[config.mk]
export PLATFORM = sky130hd
export DESIGN_NAME = des_key_schedule_dual_top
export DESIGN_NICKNAME = d
export VERILOG_FILES = /design/src/hdl/dks_pkg.sv /design/src/hdl/des_key_schedule_dual_top.sv
export SDC_FILE = /design/constraint.sdc
export NUM_CORES = 1
export LEC_CHECK = 0
export ABC_AREA = 1
export BUFFER_PORTS_ARGS = -buffer_cell sky130_fd_sc_hd__buf_2
export CAP_MARGIN = 5
export CORE_MARGIN = 3
export CORE_UTILIZATION = 54
export DETAILED_ROUTE_END_ITERATION = 8
export HOLD_SLACK_MARGIN = 0.15
export PLACE_DENSITY = 0.88
export SYNTH_ARGS = -nofsm -noshare
export SYNTH_HDL_FRONTEND = slang
export SYNTH_SLANG_ARGS = --single-unit
[constraint.sdc]
create_clock -name clk_i -period 4.85 [get_ports clk_i]
set_clock_uncertainty 0.2 [all_clocks]
set_input_delay 1.455 -clock clk_i [delete_from_list [all_inputs] [get_ports clk_i]]
set_output_delay 1.455 -clock clk_i [all_outputs]
set_load 0.01 [all_outputs]
[src/hdl/dks_pkg.sv]
// shared types, permutation tables and helper functions of the dual key schedule
package dks_pkg;

  localparam int unsigned KeyW   = 64;
  localparam int unsigned HalfW  = 28;
  localparam int unsigned CdW    = 56;
  localparam int unsigned RkW    = 48;
  localparam int unsigned RoundW = 5;
  localparam logic [RoundW-1:0] MaxRounds = 5'd16;

  typedef enum logic [0:0] {
    ST_IDLE,
    ST_RUN
  } state_e;

  typedef logic [HalfW-1:0] half_t;

  localparam logic [6:0] PC1_TAB [56] = '{
    7'd57, 7'd49, 7'd41, 7'd33, 7'd25, 7'd17, 7'd9,  7'd1,  7'd58, 7'd50, 7'd42, 7'd34,
    7'd26, 7'd18, 7'd10, 7'd2,  7'd59, 7'd51, 7'd43, 7'd35, 7'd27, 7'd19, 7'd11, 7'd3,
    7'd60, 7'd52, 7'd44, 7'd36, 7'd63, 7'd55, 7'd47, 7'd39, 7'd31, 7'd23, 7'd15, 7'd7,
    7'd62, 7'd54, 7'd46, 7'd38, 7'd30, 7'd22, 7'd14, 7'd6,  7'd61, 7'd53, 7'd45, 7'd37,
    7'd29, 7'd21, 7'd13, 7'd5,  7'd28, 7'd20, 7'd12, 7'd4
  };

  localparam logic [5:0] PC2_TAB [48] = '{
    6'd14, 6'd17, 6'd11, 6'd24, 6'd1,  6'd5,  6'd3,  6'd28, 6'd15, 6'd6,  6'd21, 6'd10,
    6'd23, 6'd19, 6'd12, 6'd4,  6'd26, 6'd8,  6'd16, 6'd7,  6'd27, 6'd20, 6'd13, 6'd2,
    6'd41, 6'd52, 6'd31, 6'd37, 6'd47, 6'd55, 6'd30, 6'd40, 6'd51, 6'd45, 6'd33, 6'd48,
    6'd44, 6'd49, 6'd39, 6'd56, 6'd34, 6'd53, 6'd46, 6'd42, 6'd50, 6'd36, 6'd29, 6'd32
  };

  function automatic logic [CdW-1:0] apply_pc1(input logic [KeyW-1:0] key);
    logic [CdW-1:0] r;
    r = '0;
    for (int i = 0; i < 56; i++) begin
      r[55-i] = key[6'(7'd64 - PC1_TAB[i])];
    end
    return r;
  endfunction

  function automatic logic [RkW-1:0] apply_pc2(input half_t c, input half_t d);
    logic [CdW-1:0] cd;
    logic [RkW-1:0] r;
    cd = {c, d};
    r  = '0;
    for (int i = 0; i < 48; i++) begin
      r[47-i] = cd[6'(6'd56 - PC2_TAB[i])];
    end
    return r;
  endfunction

  function automatic half_t rotl28(input half_t v, input logic two);
    return two ? {v[HalfW-3:0], v[HalfW-1:HalfW-2]} : {v[HalfW-2:0], v[HalfW-1]};
  endfunction

endpackage

[src/hdl/des_key_schedule_dual_top.sv]
// top level of the dual key schedule: one shared rotate and pc-2 unit stepped per round
//
//  channel | dir | handshake                  | payload
//  in      | in  | in_valid_i / in_stall_o    | key_a_i, key_b_i
//  out     | out | out_valid_o / out_stall_i  | round_key_a_o, round_key_b_o, round_index_o, last_o
//  cfg     | in  | cfg_we_i                   | cfg_data_i (round count)
//
// an item is taken and loaded through pc-1, then one round pair per cycle goes through the shared
// rotate and pc-2 unit while the output is not stalled; n rounds give n results
// the input stays stalled until the last round is loaded into the output register
// a stall on the output holds the round unit; reset clears control, round count goes to 16
module des_key_schedule_dual_top (
  input  logic        clk_i,
  input  logic        rst_ni,
  input  logic        in_valid_i,
  output logic        in_stall_o,
  input  logic [63:0] key_a_i,
  input  logic [63:0] key_b_i,
  input  logic        cfg_we_i,
  input  logic [4:0]  cfg_data_i,
  output logic        out_valid_o,
  input  logic        out_stall_i,
  output logic [47:0] round_key_a_o,
  output logic [47:0] round_key_b_o,
  output logic [4:0]  round_index_o,
  output logic        last_o
);

  dks_pkg::state_e state_q, state_d;

  dks_pkg::half_t ca_q, ca_d, da_q, da_d, cb_q, cb_d, db_q, db_d;
  logic [4:0]  rc_q, rc_d;
  logic [4:0]  n_q, n_d;
  logic [4:0]  round_q, round_d;
  logic        out_valid_q, out_valid_d;
  logic [47:0] rka_q, rka_d, rkb_q, rkb_d;
  logic [4:0]  idx_q, idx_d;
  logic        last_q, last_d;

  logic        in_acc;
  logic        advance;
  logic        busy;
  logic [4:0]  next_round;
  logic        shift_two;
  logic [55:0] pc1_a, pc1_b;
  dks_pkg::half_t ca_rot, da_rot, cb_rot, db_rot;

  // outputs of the sequencer
  always_comb begin
    busy    = 1'b0;
    advance = 1'b0;
    unique case (state_q)
      dks_pkg::ST_IDLE: busy = 1'b0;
      dks_pkg::ST_RUN: begin
        busy    = 1'b1;
        advance = !out_valid_q || !out_stall_i;
      end
      default: busy = 1'b1;
    endcase
  end

  assign in_stall_o = busy;
  assign in_acc     = in_valid_i && !busy;

  // next state
  always_comb begin
    state_d = state_q;
    unique case (state_q)
      dks_pkg::ST_IDLE: if (in_acc) state_d = dks_pkg::ST_RUN;
      dks_pkg::ST_RUN:  if (advance && (next_round == n_q)) state_d = dks_pkg::ST_IDLE;
      default:          state_d = dks_pkg::ST_IDLE;
    endcase
  end

  // shared round unit
  assign next_round = round_q + 5'd1;
  assign shift_two  = !((next_round == 5'd1) || (next_round == 5'd2) ||
                        (next_round == 5'd9) || (next_round == dks_pkg::MaxRounds));
  assign ca_rot = dks_pkg::rotl28(ca_q, shift_two);
  assign da_rot = dks_pkg::rotl28(da_q, shift_two);
  assign cb_rot = dks_pkg::rotl28(cb_q, shift_two);
  assign db_rot = dks_pkg::rotl28(db_q, shift_two);

  assign pc1_a = dks_pkg::apply_pc1(key_a_i);
  assign pc1_b = dks_pkg::apply_pc1(key_b_i);

  always_comb begin
    ca_d        = ca_q;
    da_d        = da_q;
    cb_d        = cb_q;
    db_d        = db_q;
    rc_d        = cfg_we_i ? cfg_data_i : rc_q;
    n_d         = n_q;
    round_d     = round_q;
    out_valid_d = out_valid_q && out_stall_i;
    rka_d       = rka_q;
    rkb_d       = rkb_q;
    idx_d       = idx_q;
    last_d      = last_q;
    if (in_acc) begin
      ca_d    = pc1_a[55:28];
      da_d    = pc1_a[27:0];
      cb_d    = pc1_b[55:28];
      db_d    = pc1_b[27:0];
      round_d = '0;
      if (rc_q == 5'd0) begin
        n_d = 5'd1;
      end else if (rc_q > dks_pkg::MaxRounds) begin
        n_d = dks_pkg::MaxRounds;
      end else begin
        n_d = rc_q;
      end
    end
    if (advance) begin
      ca_d        = ca_rot;
      da_d        = da_rot;
      cb_d        = cb_rot;
      db_d        = db_rot;
      round_d     = next_round;
      out_valid_d = 1'b1;
      rka_d       = dks_pkg::apply_pc2(ca_rot, da_rot);
      rkb_d       = dks_pkg::apply_pc2(cb_rot, db_rot);
      idx_d       = next_round;
      last_d      = (next_round == n_q);
    end
  end

  always_ff @(posedge clk_i or negedge rst_ni) begin
    if (!rst_ni) begin
      state_q     <= dks_pkg::ST_IDLE;
      rc_q        <= dks_pkg::MaxRounds;
      n_q         <= 5'd1;
      round_q     <= '0;
      out_valid_q <= 1'b0;
    end else begin
      state_q     <= state_d;
      rc_q        <= rc_d;
      n_q         <= n_d;
      round_q     <= round_d;
      out_valid_q <= out_valid_d;
    end
  end

  always_ff @(posedge clk_i) begin
    ca_q   <= ca_d;
    da_q   <= da_d;
    cb_q   <= cb_d;
    db_q   <= db_d;
    rka_q  <= rka_d;
    rkb_q  <= rkb_d;
    idx_q  <= idx_d;
    last_q <= last_d;
  end

  assign out_valid_o   = out_valid_q;
  assign round_key_a_o = rka_q;
  assign round_key_b_o = rkb_q;
  assign round_index_o = idx_q;
  assign last_o        = last_q;

endmodule

### After elaboration in Yosys (flattened, before gate mapping)

Index checks and enable logic that the tools add are counted.

* $add $sub $neg: 1
* multiply operators: 0
* div/mod/pow operators: 0
* $lt $le $gt $ge: 1
* eq/ne operators: 5
* shifts and indexed selects: 0
* mux-type cells: 22
* bitwise gates (word level): 1
* reductions and logical operators: 12

Operators with widths (count)
* $mux W28: 12
* $mux W5: 4
* $add A5 B1 Y5 const B: 1
* $eq A5 B1 Y1 const B: 1
* $eq A5 B2 Y1 const B: 1
* $eq A5 B4 Y1 const B: 1
* $eq A5 B5 Y1: 1
* $eq A5 B5 Y1 const B: 1
* $gt A5 B5 Y1 const B: 1
* $logic_not A5 Y1: 1
* $logic_or A1 B1 Y1: 4
* $mux W1: 4
* $pmux W1 S2: 2
* $logic_and A1 B1 Y1: 3
* $logic_not A1 Y1: 3
* $reduce_bool A2 Y1: 1
* $not A1 Y1: 1

* register bits after elaboration: 231
* latch bits: 0
* bits in writable memories: 0
* bits in read-only memories: 0
* bits of input ports: 138
* output and inout bits: 104
* logic and storage cells: 55
* memories: 0

### Longest topological paths before layout

Gate-level depths: netlist of run 1.

* word-level depth: 7
* gate-level depth with buffers: 13
* depth with buffers taken out: 10

### Least setup slack after synthesis of run 1

Ideal clock, no wire load.

* kind: input to register
* start: input port out_stall_i
* end: register last_q, in the netlist last_o, enable pin
* library setup time: 506 ps
* arrival time: 4843 ps
* required time: 4144 ps
* setup slack: -700 ps
* cell stages on the path: 3
* buffers on the path: 2
* cells stage by stage: a21oi_1 > clkbuf_1 > clkbuf_1

* word-level cells in the longest chain between the ends: 3

RTL lines
* start: declaration: RTL line des_key_schedule_dual_top.sv:22 `input logic out_stall_i,`
* $logic_not A1 Y1: RTL line des_key_schedule_dual_top.sv:56 `advance = !out_valid_q || !out_stall_i;`
* $logic_or A1 B1 Y1: RTL line des_key_schedule_dual_top.sv:56
* $mux W1: RTL line des_key_schedule_dual_top.sv:52 `unique case (state_q)`
* net advance: RTL line des_key_schedule_dual_top.sv:41 `logic advance;`
* end signal: assignment: RTL line des_key_schedule_dual_top.sv:152 `last_q <= last_d;`
* end: declaration: RTL line des_key_schedule_dual_top.sv:38 `logic last_q, last_d;`

The timed path passes the listed nets, and every way through them passes these cells.
A chain may end at the register's enable or synchronous reset.

### Worst setup path after layout of run 1

* start: register round_q[0]
* end: register cb_q[2] (data pin)

* word-level cells in the longest chain between the ends: 7
* elaborated cells between the ends (all ways): 10
* those cells by class: add/sub: 1; eq/ne: 4; mux: 2; reduce/logical: 3

RTL lines
* start: declaration: RTL line des_key_schedule_dual_top.sv:34 `logic [4:0] round_q, round_d;`
* start signal: assignment: RTL line des_key_schedule_dual_top.sv:139 `round_q <= round_d;`
* $add A5 B1 Y5 (*): RTL line des_key_schedule_dual_top.sv:76 `assign next_round = round_q + 5'd1;`
* $eq A5 B1 Y1 / $eq A5 B2 Y1 (equally long branches): RTL line des_key_schedule_dual_top.sv:77 `assign shift_two = !((next_round == 5'd1) || (next_round == 5'd2) ||`
* $logic_or A1 B1 Y1 (2 in series): RTL line des_key_schedule_dual_top.sv:77
* $logic_or A1 B1 Y1 (*): RTL line des_key_schedule_dual_top.sv:78 `(next_round == 5'd9) || (next_round == dks_pkg::MaxRounds));`
* $mux W28 (*): RTL line dks_pkg.sv:54 `return two ? {v[HalfW-3:0], v[HalfW-1:HalfW-2]} : {v[HalfW-2:0], v[HalfW-1]};`
* $mux W28 (*): RTL line des_key_schedule_dual_top.sv:114 `if (advance) begin`
* net cb_d[2]: RTL line des_key_schedule_dual_top.sv:31 `dks_pkg::half_t ca_q, ca_d, da_q, da_d, cb_q, cb_d, db_q, db_d;`
* end signal: assignment: RTL line des_key_schedule_dual_top.sv:147 `cb_q <= cb_d;`
* end: declaration: RTL line des_key_schedule_dual_top.sv:31

The timed path passes the listed nets; every way through them passes the cells marked *.

==> results.py, run 1 <==
metrics = {
    "status": {
        "status": "completed",
    },
    "cts": {
        "ctsHoldBuffers": 0,
        "cts_tree": "done",
        "htree_num_levels": 1,
        "cts_resized": 0,
        "cts_setup_buffers": 0,
        "clock_path_buffers": 3,
        "clk_latency_ns": 0.52,
        "clkSlewWorstSetupHoldPaths_ns": 0.06,
        "clock-sinks": 231,
        "cts_root_buffer": "clkbuf_16",
        "numCtsBuffers": 25,
    },
    "timing": {
        "fin_crit_ns": 3.47,
        "worst_pin_slew_ns": 1.30,
        "slew_headroom": 0.134,
        "period_share": 0.715,
        "hold_viol_final": 0,
        "rsz0062_at_grt": "no",
        "whs_ns": 0.318,
        "tns_ns": 0,
        "drv_slew": 0,
        "final-setup-viol-count": 0,
        "worst_slack_ns": 1.38,
        "max_freq_mhz": 288,
    },
    "power_and_ir_drop": {
        "power_frac_clock": 0.172,
        "power_density_nw_per_um2": 826,
        "pwr-share-seq": 0.371,
        "leakage_nw": 6.10,
        "combPwrFrac": 0.457,
        "p_switching_w": 0.00431,
        "ir_worst_vdd_v": 0.000493,
        "p_int_w": 0.00648,
        "total_power_w": 0.0108,
        "swShare": 0.400,
    },
    "cells_and_area": {
        "nFillCells": 1510,
        "syn_to_final_growth_pct": 18.6,
        "nNetsFinal": 1486,
        "drive_gt1_frac": 0.203,
        "layout_common_cells": "nand2_1 (358), nand3_1 (229), buf_2 (225), edfxtp_1 (214), inv_1 (131)",
        "layout_commonest_cell": "nand2_1",
    },
    "setup_path": {
        "r2r-start": "round_q[0]",
        "worst_ep_required_time_ns": 4.91,
        "cp-end-kind": "register",
        "arrival_ns": 3.53,
        "startpoint": "round_q[0]",
        "worstPathMaxFanout": 67,
        "worstSetupPathType": "register to register",
        "crit_path_start_kind": "register",
    },
    "route": {
        "wirelength_um": 25100,
        "ant_nets": 0,
        "drc_errors": 0,
        "via_per_inst": 5.28,
        "dr.pass1.iters": 5,
        "avgRoutedWirePerCell_um": 15.4,
        "drt_first_iter_violations": 636,
        "routed-via-count": 8600,
    },
    "synth": {
        "synth_seq_cells": 231,
        "synth_top_area_frac": 0.583,
        "synth_edf_count": 214,
        "synth_warnings": 0,
        "syn_nets": 1290,
        "seq_area_frac_synth": 0.622,
        "synth.area.top_cells": "edfxtp_1 (58%), nand2_1 (12%), nand3_1 (10%)",
        "synth_top_cell_by_area": "edfxtp_1",
        "syn-mean-instance-area_sq_um": 9.60,
        "netlist_instances": 1148,
        "async_flop_share": 0.0736,
        "syn_area_sq_um": 11000,
        "synth_cell_type_count": 25,
        "ys.flop_type": "edfxtp_1",
    },
    "floorplanning": {
        "die_width_um": 149,
        "dieArea_sq_um": 22200,
        "core_area_sq_um": 19800,
        "die_h_um": 149,
        "ios": 242,
        "rows": 51,
        "initial_utilization": 0.557,
    },
    "placement": {
        "dp_hpwl_um": 15700,
        "place_congestion": 0.821,
        "dp_slack_ns": 1.27,
        "port_buffers": 225,
    },
    "min_path": {
        "worstHoldStart": "rc_q[0]",
        "hold_class": "register to register",
    },
    "global_routing": {
        "grt_max_degree": 219,
        "grt_pass1_vias": 8397,
        "grt_antenna_before_repair": 5,
        "grt_pass1_wl_um": 40200,
        "track_usage": 0.221,
        "overflow": 0,
    },
    "flow_run": {
        "maxCapViolations": 0,
    },
}
-- sequential cells by signal, indices dropped and copies added, names as in the netlist --
name and cells:
round_key_a_o 48, round_key_b_o 48, ca_q 28, cb_q 28
da_q 28, db_q 28, n_q 5, rc_q 5
round_index_o 5, round_q 5, last_o 1, out_valid_o 1
state_q 1
-- metal layers --
metal / global-route usage / vias to the layer above / wire (um)
li1: - / 4163 / -
met2: 0.374 / 386 / 12200
met5: 0 / - / 32
met3: 0.0510 / 53 / 2270
met4: 0.0650 / 6 / 643
met1: 0.287 / 3992 / 9940
-- cells by family after synthesis --
kind of cell | Yosys count | synth area share
buffers and inverters | 195 | 0.0738
AND/OR/NAND/NOR | 695 | 0.286
adder cells (fa/ha/maj) | 4 | 0.00454
AO/OA/AOI/OAI | 17 | 0.00863
XOR/XNOR | 4 | 0.00318
multiplexers | 2 | 0.00204
flip-flops | 231 | 0.622
-- final timing paths --
| kind | slack [ns] | cells past startpoint | to |
|---|---|---|---|
| worst min register to register | 0.32 | 1 | rc_q[0] |
| worst max register to register | 1.38 | 11 | cb_q[2] |
| worst min-delay path | 0.32 | 1 | rc_q[0] |
| min in group asynchronous | 0.65 | 1 | rc_q[0] |
| worst max-delay path | 1.38 | 11 | cb_q[2] |
| max in group asynchronous | 3.49 | 1 | n_q[0] |
-- cell usage after synthesis, drive strengths merged (2+ instances only) --
cell type  count
xor2           3
nand2        362
nand4          3
nor2           4
inv          132
mux2           2
and2          96
ha             4
nand3        229
dfstp          2
o21ai          8
a21oi          4
buf           40
clkbuf        23
o22ai          4
dfrtp         15
edfxtp       214
-- power by group through the flow --
stage               registers, W  logic (W)  clock network (W)
floorplan                0.00424    0.00339                  0
global placement         0.00400    0.00468                  0
detailed placement       0.00403    0.00490                  0
CTS                      0.00401    0.00494            0.00188
global route             0.00408    0.00556            0.00198
finish                   0.00401    0.00493            0.00186
-- critical path, stage by stage (launching register included) --
cell and delay (ns):
dfrtp_1 0.45, ha_1 0.32, nand3_1 0.10, nand2_1 0.10, nand3_1 0.08, nand2_1 0.10, nand2_4 0.35, nand2_4 0.75
buf_4 0.44, nand2_1 0.12, nand3_1 0.09, nand2_1 0.09
-- area by class of cell --
| class | instances | area [sq um] | share of cell area |
|---|---|---|---|
| Sequential cell | 231 | 6850 | 0.524 |
| Multi-Input combinational cell | 722 | 3400 | 0.260 |
| Timing Repair Buffer | 232 | 1190 | 0.0911 |
| Clock buffer | 32 | 652 | 0.0499 |
| Inverter | 132 | 498 | 0.0381 |
| Tap cell | 265 | 332 | 0.0254 |
| Clock inverter | 12 | 139 | 0.0106 |
| Antenna cell | 2 | 5.00 | 0.000383 |
-- stage by stage --
| step | cell area [sq um] | instances | utilization |
|---|---|---|---|
| after floorplan | 11000 | 1148 | - |
| after global placement | 12300 | 1582 | 0.621 |
| after detailed placement | 12300 | 1582 | 0.621 |
| after CTS | 13100 | 1626 | 0.661 |
| after global routing | 13100 | 1628 | 0.661 |
| final | 13100 | 1628 | 0.661 |
No activity file was read; power rests on OpenSTA's default activity.
==> run 2: changes to the inputs <==
--- a/config.mk
+++ b/config.mk
@@ -9,10 +9,10 @@
 export BUFFER_PORTS_ARGS = -buffer_cell sky130_fd_sc_hd__buf_2
 export CAP_MARGIN = 5
 export CORE_MARGIN = 3
-export CORE_UTILIZATION = 54
+export CORE_UTILIZATION = 49
 export DETAILED_ROUTE_END_ITERATION = 8
 export HOLD_SLACK_MARGIN = 0.15
-export PLACE_DENSITY = 0.88
+export PLACE_DENSITY = 0.85
 export SYNTH_ARGS = -nofsm -noshare
 export SYNTH_HDL_FRONTEND = slang
 export SYNTH_SLANG_ARGS = --single-unit
==> constraint.sdc (replaced) <==
create_clock -name clk_i -period 3 [get_ports clk_i]
set_clock_uncertainty 0.2 [all_clocks]
set_input_delay 0.9 -clock clk_i [delete_from_list [all_inputs] [get_ports clk_i]]
set_output_delay 0.9 -clock clk_i [all_outputs]
set_load 0.01 [all_outputs]
==> results.py, run 2 (synthesized netlist as in run 1, its figures left out) <==
metrics = {
    "status": {
        "status": "completed",
    },
    "route": {
        "drc_errors": 0,
        "avgRoutedWirePerCell_um": 15.3,
        "routed-via-count": 8655,
        "drt_first_iter_violations": 690,
        "ant_nets": 0,
        "dr.pass1.iters": 5,
        "via_per_inst": 5.24,
        "wirelength_um": 25300,
    },
    "setup_path": {
        "startpoint": "round_q[0]",
        "worst_ep_required_time_ns": 3.06,
        "arrival_ns": 2.82,
        "critPathCapture": "cb_q[23]",
        "crit_path_start_kind": "register",
        "r2r_end": "cb_q[23]",
        "r2r-start": "round_q[0]",
        "worst-r2r-cell-count": 9,
        "cp-end-kind": "register",
        "worstSetupPathType": "register to register",
        "worstPathMaxFanout": 47,
        "r2r_slack_ns": 0.24,
    },
    "global_routing": {
        "track_usage": 0.200,
        "grt_pass1_vias": 8196,
        "grt_pass1_wl_um": 40000,
        "grt_antenna_before_repair": 4,
        "grt_max_degree": 125,
        "overflow": 0,
    },
    "timing": {
        "period_share": 0.919,
        "fin_crit_ns": 2.76,
        "hold_viol_final": 0,
        "rsz0062_at_grt": "no",
        "worst_pin_slew_ns": 0.658,
        "drv_slew": 0,
        "slew_headroom": 0.561,
        "tns_ns": 0,
        "final-setup-viol-count": 0,
        "max_freq_mhz": 363,
    },
    "cells_and_area": {
        "nFillCells": 1809,
        "post-route-cell-area_sq_um": 13200,
        "layout_common_cells": "nand2_1 (358), nand3_1 (229), buf_2 (225), edfxtp_1 (214), inv_1 (131)",
        "syn_to_final_growth_pct": 19.9,
        "drive_gt1_frac": 0.207,
        "layout_commonest_cell": "nand2_1",
        "multi_input_area_sq_um": 3400,
        "nNetsFinal": 1494,
        "seqCellArea_sq_um": 6850,
        "final_util": 0.602,
    },
    "cts": {
        "clock_path_buffers": 3,
        "clock-sinks": 231,
        "cts_root_buffer": "clkbuf_16",
        "cts_tree": "done",
        "htree_num_levels": 1,
        "clk_latency_ns": 0.52,
        "numCtsBuffers": 26,
        "clkSlewWorstSetupHoldPaths_ns": 0.06,
    },
    "placement": {
        "place_congestion": 0.819,
        "dp_hpwl_um": 16700,
        "dpl_cell_area_sq_um": 12400,
        "port_buffers": 225,
    },
    "floorplanning": {
        "core_area_sq_um": 22000,
        "die_width_um": 156,
        "die_h_um": 156,
        "dieArea_sq_um": 24300,
        "initial_utilization": 0.502,
        "ios": 242,
        "rows": 54,
    },
    "power_and_ir_drop": {
        "power_density_nw_per_um2": 1330,
        "leakage_nw": 6.17,
        "ir_worst_vdd_v": 0.000835,
    },
    "flow_run": {
        "maxCapViolations": 0,
    },
    "min_path": {
        "hold_class": "register to register",
    },
}
-- run 2: cell count changes in the layout (fill, tap and decap cells not counted) --
cell           change
clkinv_2           +4
inv_6              -1
buf_4              -1
clkbuf_16          +2
clkbuf_8           +2
diode_2            -1
clkinvlp_4         -2
dlygate4sd3_1      +1
buf_12             +7
bufinv_16          -3
-- run 2: worst max-delay path, stage by stage, from the launching register on --
cell	delay, ns
dfrtp_1	0.47
ha_1	0.31
nand3_1	0.10
nand2_1	0.10
nand2_2	0.11
a21oi_4	0.27
buf_4	0.48
nand3_1	0.19
nand3_1	0.14
nand2_1	0.08
-- run 2: layout make-up --
cell class              instances  area share
flip-flops and latches        231       0.519
multi-input cells             722       0.257
repair buffers                239       0.101
clock buffers                  36      0.0552
inverters                     132      0.0377
well taps                     280      0.0265
clock inverters                10     0.00341
diodes                          1    0.000189
-- run 2: power by group --
part	switching (W)	total, W	internal [W]
registers	0.000456	0.00646	0.00600
clock network	0.00122	0.00290	0.00168
logic	0.00535	0.00825	0.00290
total	0.00702	0.0176	0.0106
-- run 2: worst min path at each step --
stage / from / to / slack, ns / depth (start not counted)
final: n_q[1] / n_q[1] / 0.33 / 2
after global routing: rc_q[0] / rc_q[0] / 0.34 / 1
after CTS: rc_q[0] / rc_q[0] / 0.33 / 1
after detailed placement: rc_q[0] / rc_q[0] / 0.31 / 1
after global placement: n_q[1] / n_q[1] / 0.29 / 2
after floorplan: n_q[1] / n_q[1] / 0.27 / 2
-- run 2: timing repair --
item	4_1_cts	5_1_grt
setup endpoints to repair	0	0
gates resized for setup	0	0
endpoints found under the hold margin	15	0
hold buffers	1	0
buffers inserted	0	0
-- run 2: metal layers --
layer / part of all wire / up-vias / track usage
li1: - / 4182 / -
met1: 0.41 / 4022 / 0.266
met2: 0.47 / 390 / 0.326
met3: 0.092 / 55 / 0.0541
met4: 0.022 / 6 / 0.0530
met5: 0.0014 / - / 0
-- run 2: metrics by stage --
stage | instances | total power (W) | hold slack [ns] | setup slack (ns)
after floorplan | 1148 | 0.0123 | 0.272 | 0.186
after global placement | 1603 | 0.0143 | 0.292 | 0.440
after detailed placement | 1603 | 0.0147 | 0.312 | 0.317
after CTS | 1650 | 0.0177 | 0.327 | 0.326
after global routing | 1651 | 0.0190 | 0.340 | 0.0851
final | 1651 | 0.0176 | 0.325 | 0.244
==> run 3: changes to the inputs <==
--- a/config.mk
+++ b/config.mk
@@ -8,6 +8,7 @@
 export ABC_AREA = 1
 export BUFFER_PORTS_ARGS = -buffer_cell sky130_fd_sc_hd__buf_2
 export CAP_MARGIN = 5
+export CORE_ASPECT_RATIO = 0.7
 export CORE_MARGIN = 3
 export CORE_UTILIZATION = 49
 export DETAILED_ROUTE_END_ITERATION = 8
==> results.py, run 3 (synthesized netlist as in run 1, its figures left out) <==
metrics = {
    "global_routing": {
        "use_met1": 0.289,
        "global_route.peak_usage_layer": "met2",
        "grt_pass1_wl_um": 40900,
        "met3_usage": 0.0451,
        "track_usage": 0.206,
        "globalRouteMet2Util": 0.327,
        "overflow": 0,
        "grt_pass1_vias": 8261,
        "grt_max_degree": 132,
        "grt_antenna_before_repair": 4,
    },
    "power_and_ir_drop": {
        "pwr-share-seq": 0.361,
        "ir_worst_vdd_v": 0.00117,
        "combPwrFrac": 0.463,
        "power_frac_clock": 0.176,
        "p_switching_w": 0.00706,
        "p_int_w": 0.0109,
        "swShare": 0.394,
        "power_density_nw_per_um2": 1350,
        "leakage_nw": 6.20,
    },
    "floorplanning": {
        "die_h_um": 131,
        "initial_utilization": 0.503,
        "dieArea_sq_um": 24400,
        "rows": 45,
        "ios": 242,
        "die_width_um": 185,
        "core_area_sq_um": 21900,
    },
    "route": {
        "drt_first_iter_violations": 655,
        "routed-via-count": 8641,
        "drc_errors": 0,
        "dr.pass1.iters": 5,
        "wirelength_um": 25700,
        "via_per_inst": 5.23,
        "ant_nets": 0,
        "avgRoutedWirePerCell_um": 15.6,
    },
    "cts": {
        "cts_tree": "done",
        "cts_setup_buffers": 0,
        "clock-sinks": 231,
        "clkSlewWorstSetupHoldPaths_ns": 0.06,
        "cts_root_buffer": "clkbuf_16",
        "clk_latency_ns": 0.51,
        "clock_path_buffers": 3,
        "htree_num_levels": 1,
        "numCtsBuffers": 23,
    },
    "setup_path": {
        "cp-end-kind": "register",
        "crit_path_start_kind": "register",
        "worst_ep_required_time_ns": 3.06,
        "worstSetupPathType": "register to register",
        "worstPathMaxFanout": 48,
        "arrival_ns": 2.76,
    },
    "timing": {
        "max_freq_mhz": 371,
        "drv_slew": 0,
        "whs_ns": 0.311,
        "fin_crit_ns": 2.70,
        "worst_slack_ns": 0.302,
        "hold_viol_final": 0,
        "final-setup-viol-count": 0,
        "period_share": 0.899,
        "slew_headroom": 0.432,
        "rsz0062_at_grt": "no",
        "tns_ns": 0,
        "worst_pin_slew_ns": 0.852,
    },
    "placement": {
        "dp_slack_ns": 0.330,
        "dp_hpwl_um": 16900,
        "port_buffers": 225,
        "place_congestion": 0.820,
    },
    "cells_and_area": {
        "layout_common_cells": "nand2_1 (358), nand3_1 (229), buf_2 (225), edfxtp_1 (214), inv_1 (131)",
        "layout_commonest_cell": "nand2_1",
        "nNetsFinal": 1494,
        "drive_gt1_frac": 0.209,
        "nFillCells": 1763,
        "syn_to_final_growth_pct": 20.6,
    },
    "min_path": {
        "hold_class": "register to register",
    },
    "status": {
        "status": "completed",
    },
    "flow_run": {
        "maxCapViolations": 0,
    },
}
run 3: critical path: stages (launching register included):
cell and delay [ns]:
dfrtp_1 0.46, ha_1 0.29, nand3_1 0.11, nand2_1 0.11, nand2_2 0.11, a21oi_4 0.26, buf_4 0.47, nand3_1 0.20
nand3_1 0.15, nand2_1 0.06
run 3: metrics by stage:
| step | util | cell area (sq um) | std cells | total power, W |
|---|---|---|---|---|
| after floorplan | - | 11000 | 1148 | 0.0123 |
| after global placement | 0.569 | 12500 | 1608 | 0.0144 |
| after detailed placement | 0.569 | 12500 | 1608 | 0.0148 |
| after CTS | 0.607 | 13300 | 1651 | 0.0180 |
| after global routing | 0.607 | 13300 | 1652 | 0.0193 |
| final | 0.607 | 13300 | 1652 | 0.0179 |
run 3: worst paths after layout:
kind | slack, ns | cells past startpoint | to | start
min reg2reg | 0.31 | 2 | n_q[1] | n_q[1]
min | 0.31 | 2 | n_q[1] | n_q[1]
max | 0.30 | 9 | cb_q[9] | round_q[0]
max reg2reg | 0.30 | 9 | cb_q[9] | round_q[0]
max in group asynchronous | 1.65 | 2 | rc_q[4] | rst_ni
min in group asynchronous | 0.64 | 2 | round_q[3] | rst_ni
run 3: metal layers:
metal	vias to the layer above	share of wire
met3	56	0.091
met1	3990	0.43
met4	6	0.026
met5	-	0.0018
li1	4171	-
met2	418	0.45
run 3: cell type report:
| cell class | instances | area [sq um] | share of cell area |
|---|---|---|---|
| Antenna cell | 1 | 2.50 | 0.000188 |
| Clock buffer | 29 | 638 | 0.0480 |
| Clock inverter | 13 | 190 | 0.0143 |
| Inverter | 132 | 498 | 0.0375 |
| Multi-Input combinational cell | 722 | 3400 | 0.256 |
| Sequential cell | 231 | 6850 | 0.516 |
| Tap cell | 282 | 353 | 0.0265 |
| Timing Repair Buffer | 242 | 1360 | 0.102 |
run 3: timing repair:
item	4_1_cts	5_1_grt
hold buffers	1	0
endpoints found under the hold margin	15	0
gates resized for setup	0	0
run 3: power groups by stage:
stage | Clock, W | Sequential (W) | Combinational (W)
after floorplan | 0 | 0.00683 | 0.00549
after global placement | 0 | 0.00647 | 0.00794
after detailed placement | 0 | 0.00653 | 0.00825
after CTS | 0.00321 | 0.00648 | 0.00832
after global routing | 0.00332 | 0.00663 | 0.00930
final | 0.00315 | 0.00648 | 0.00829
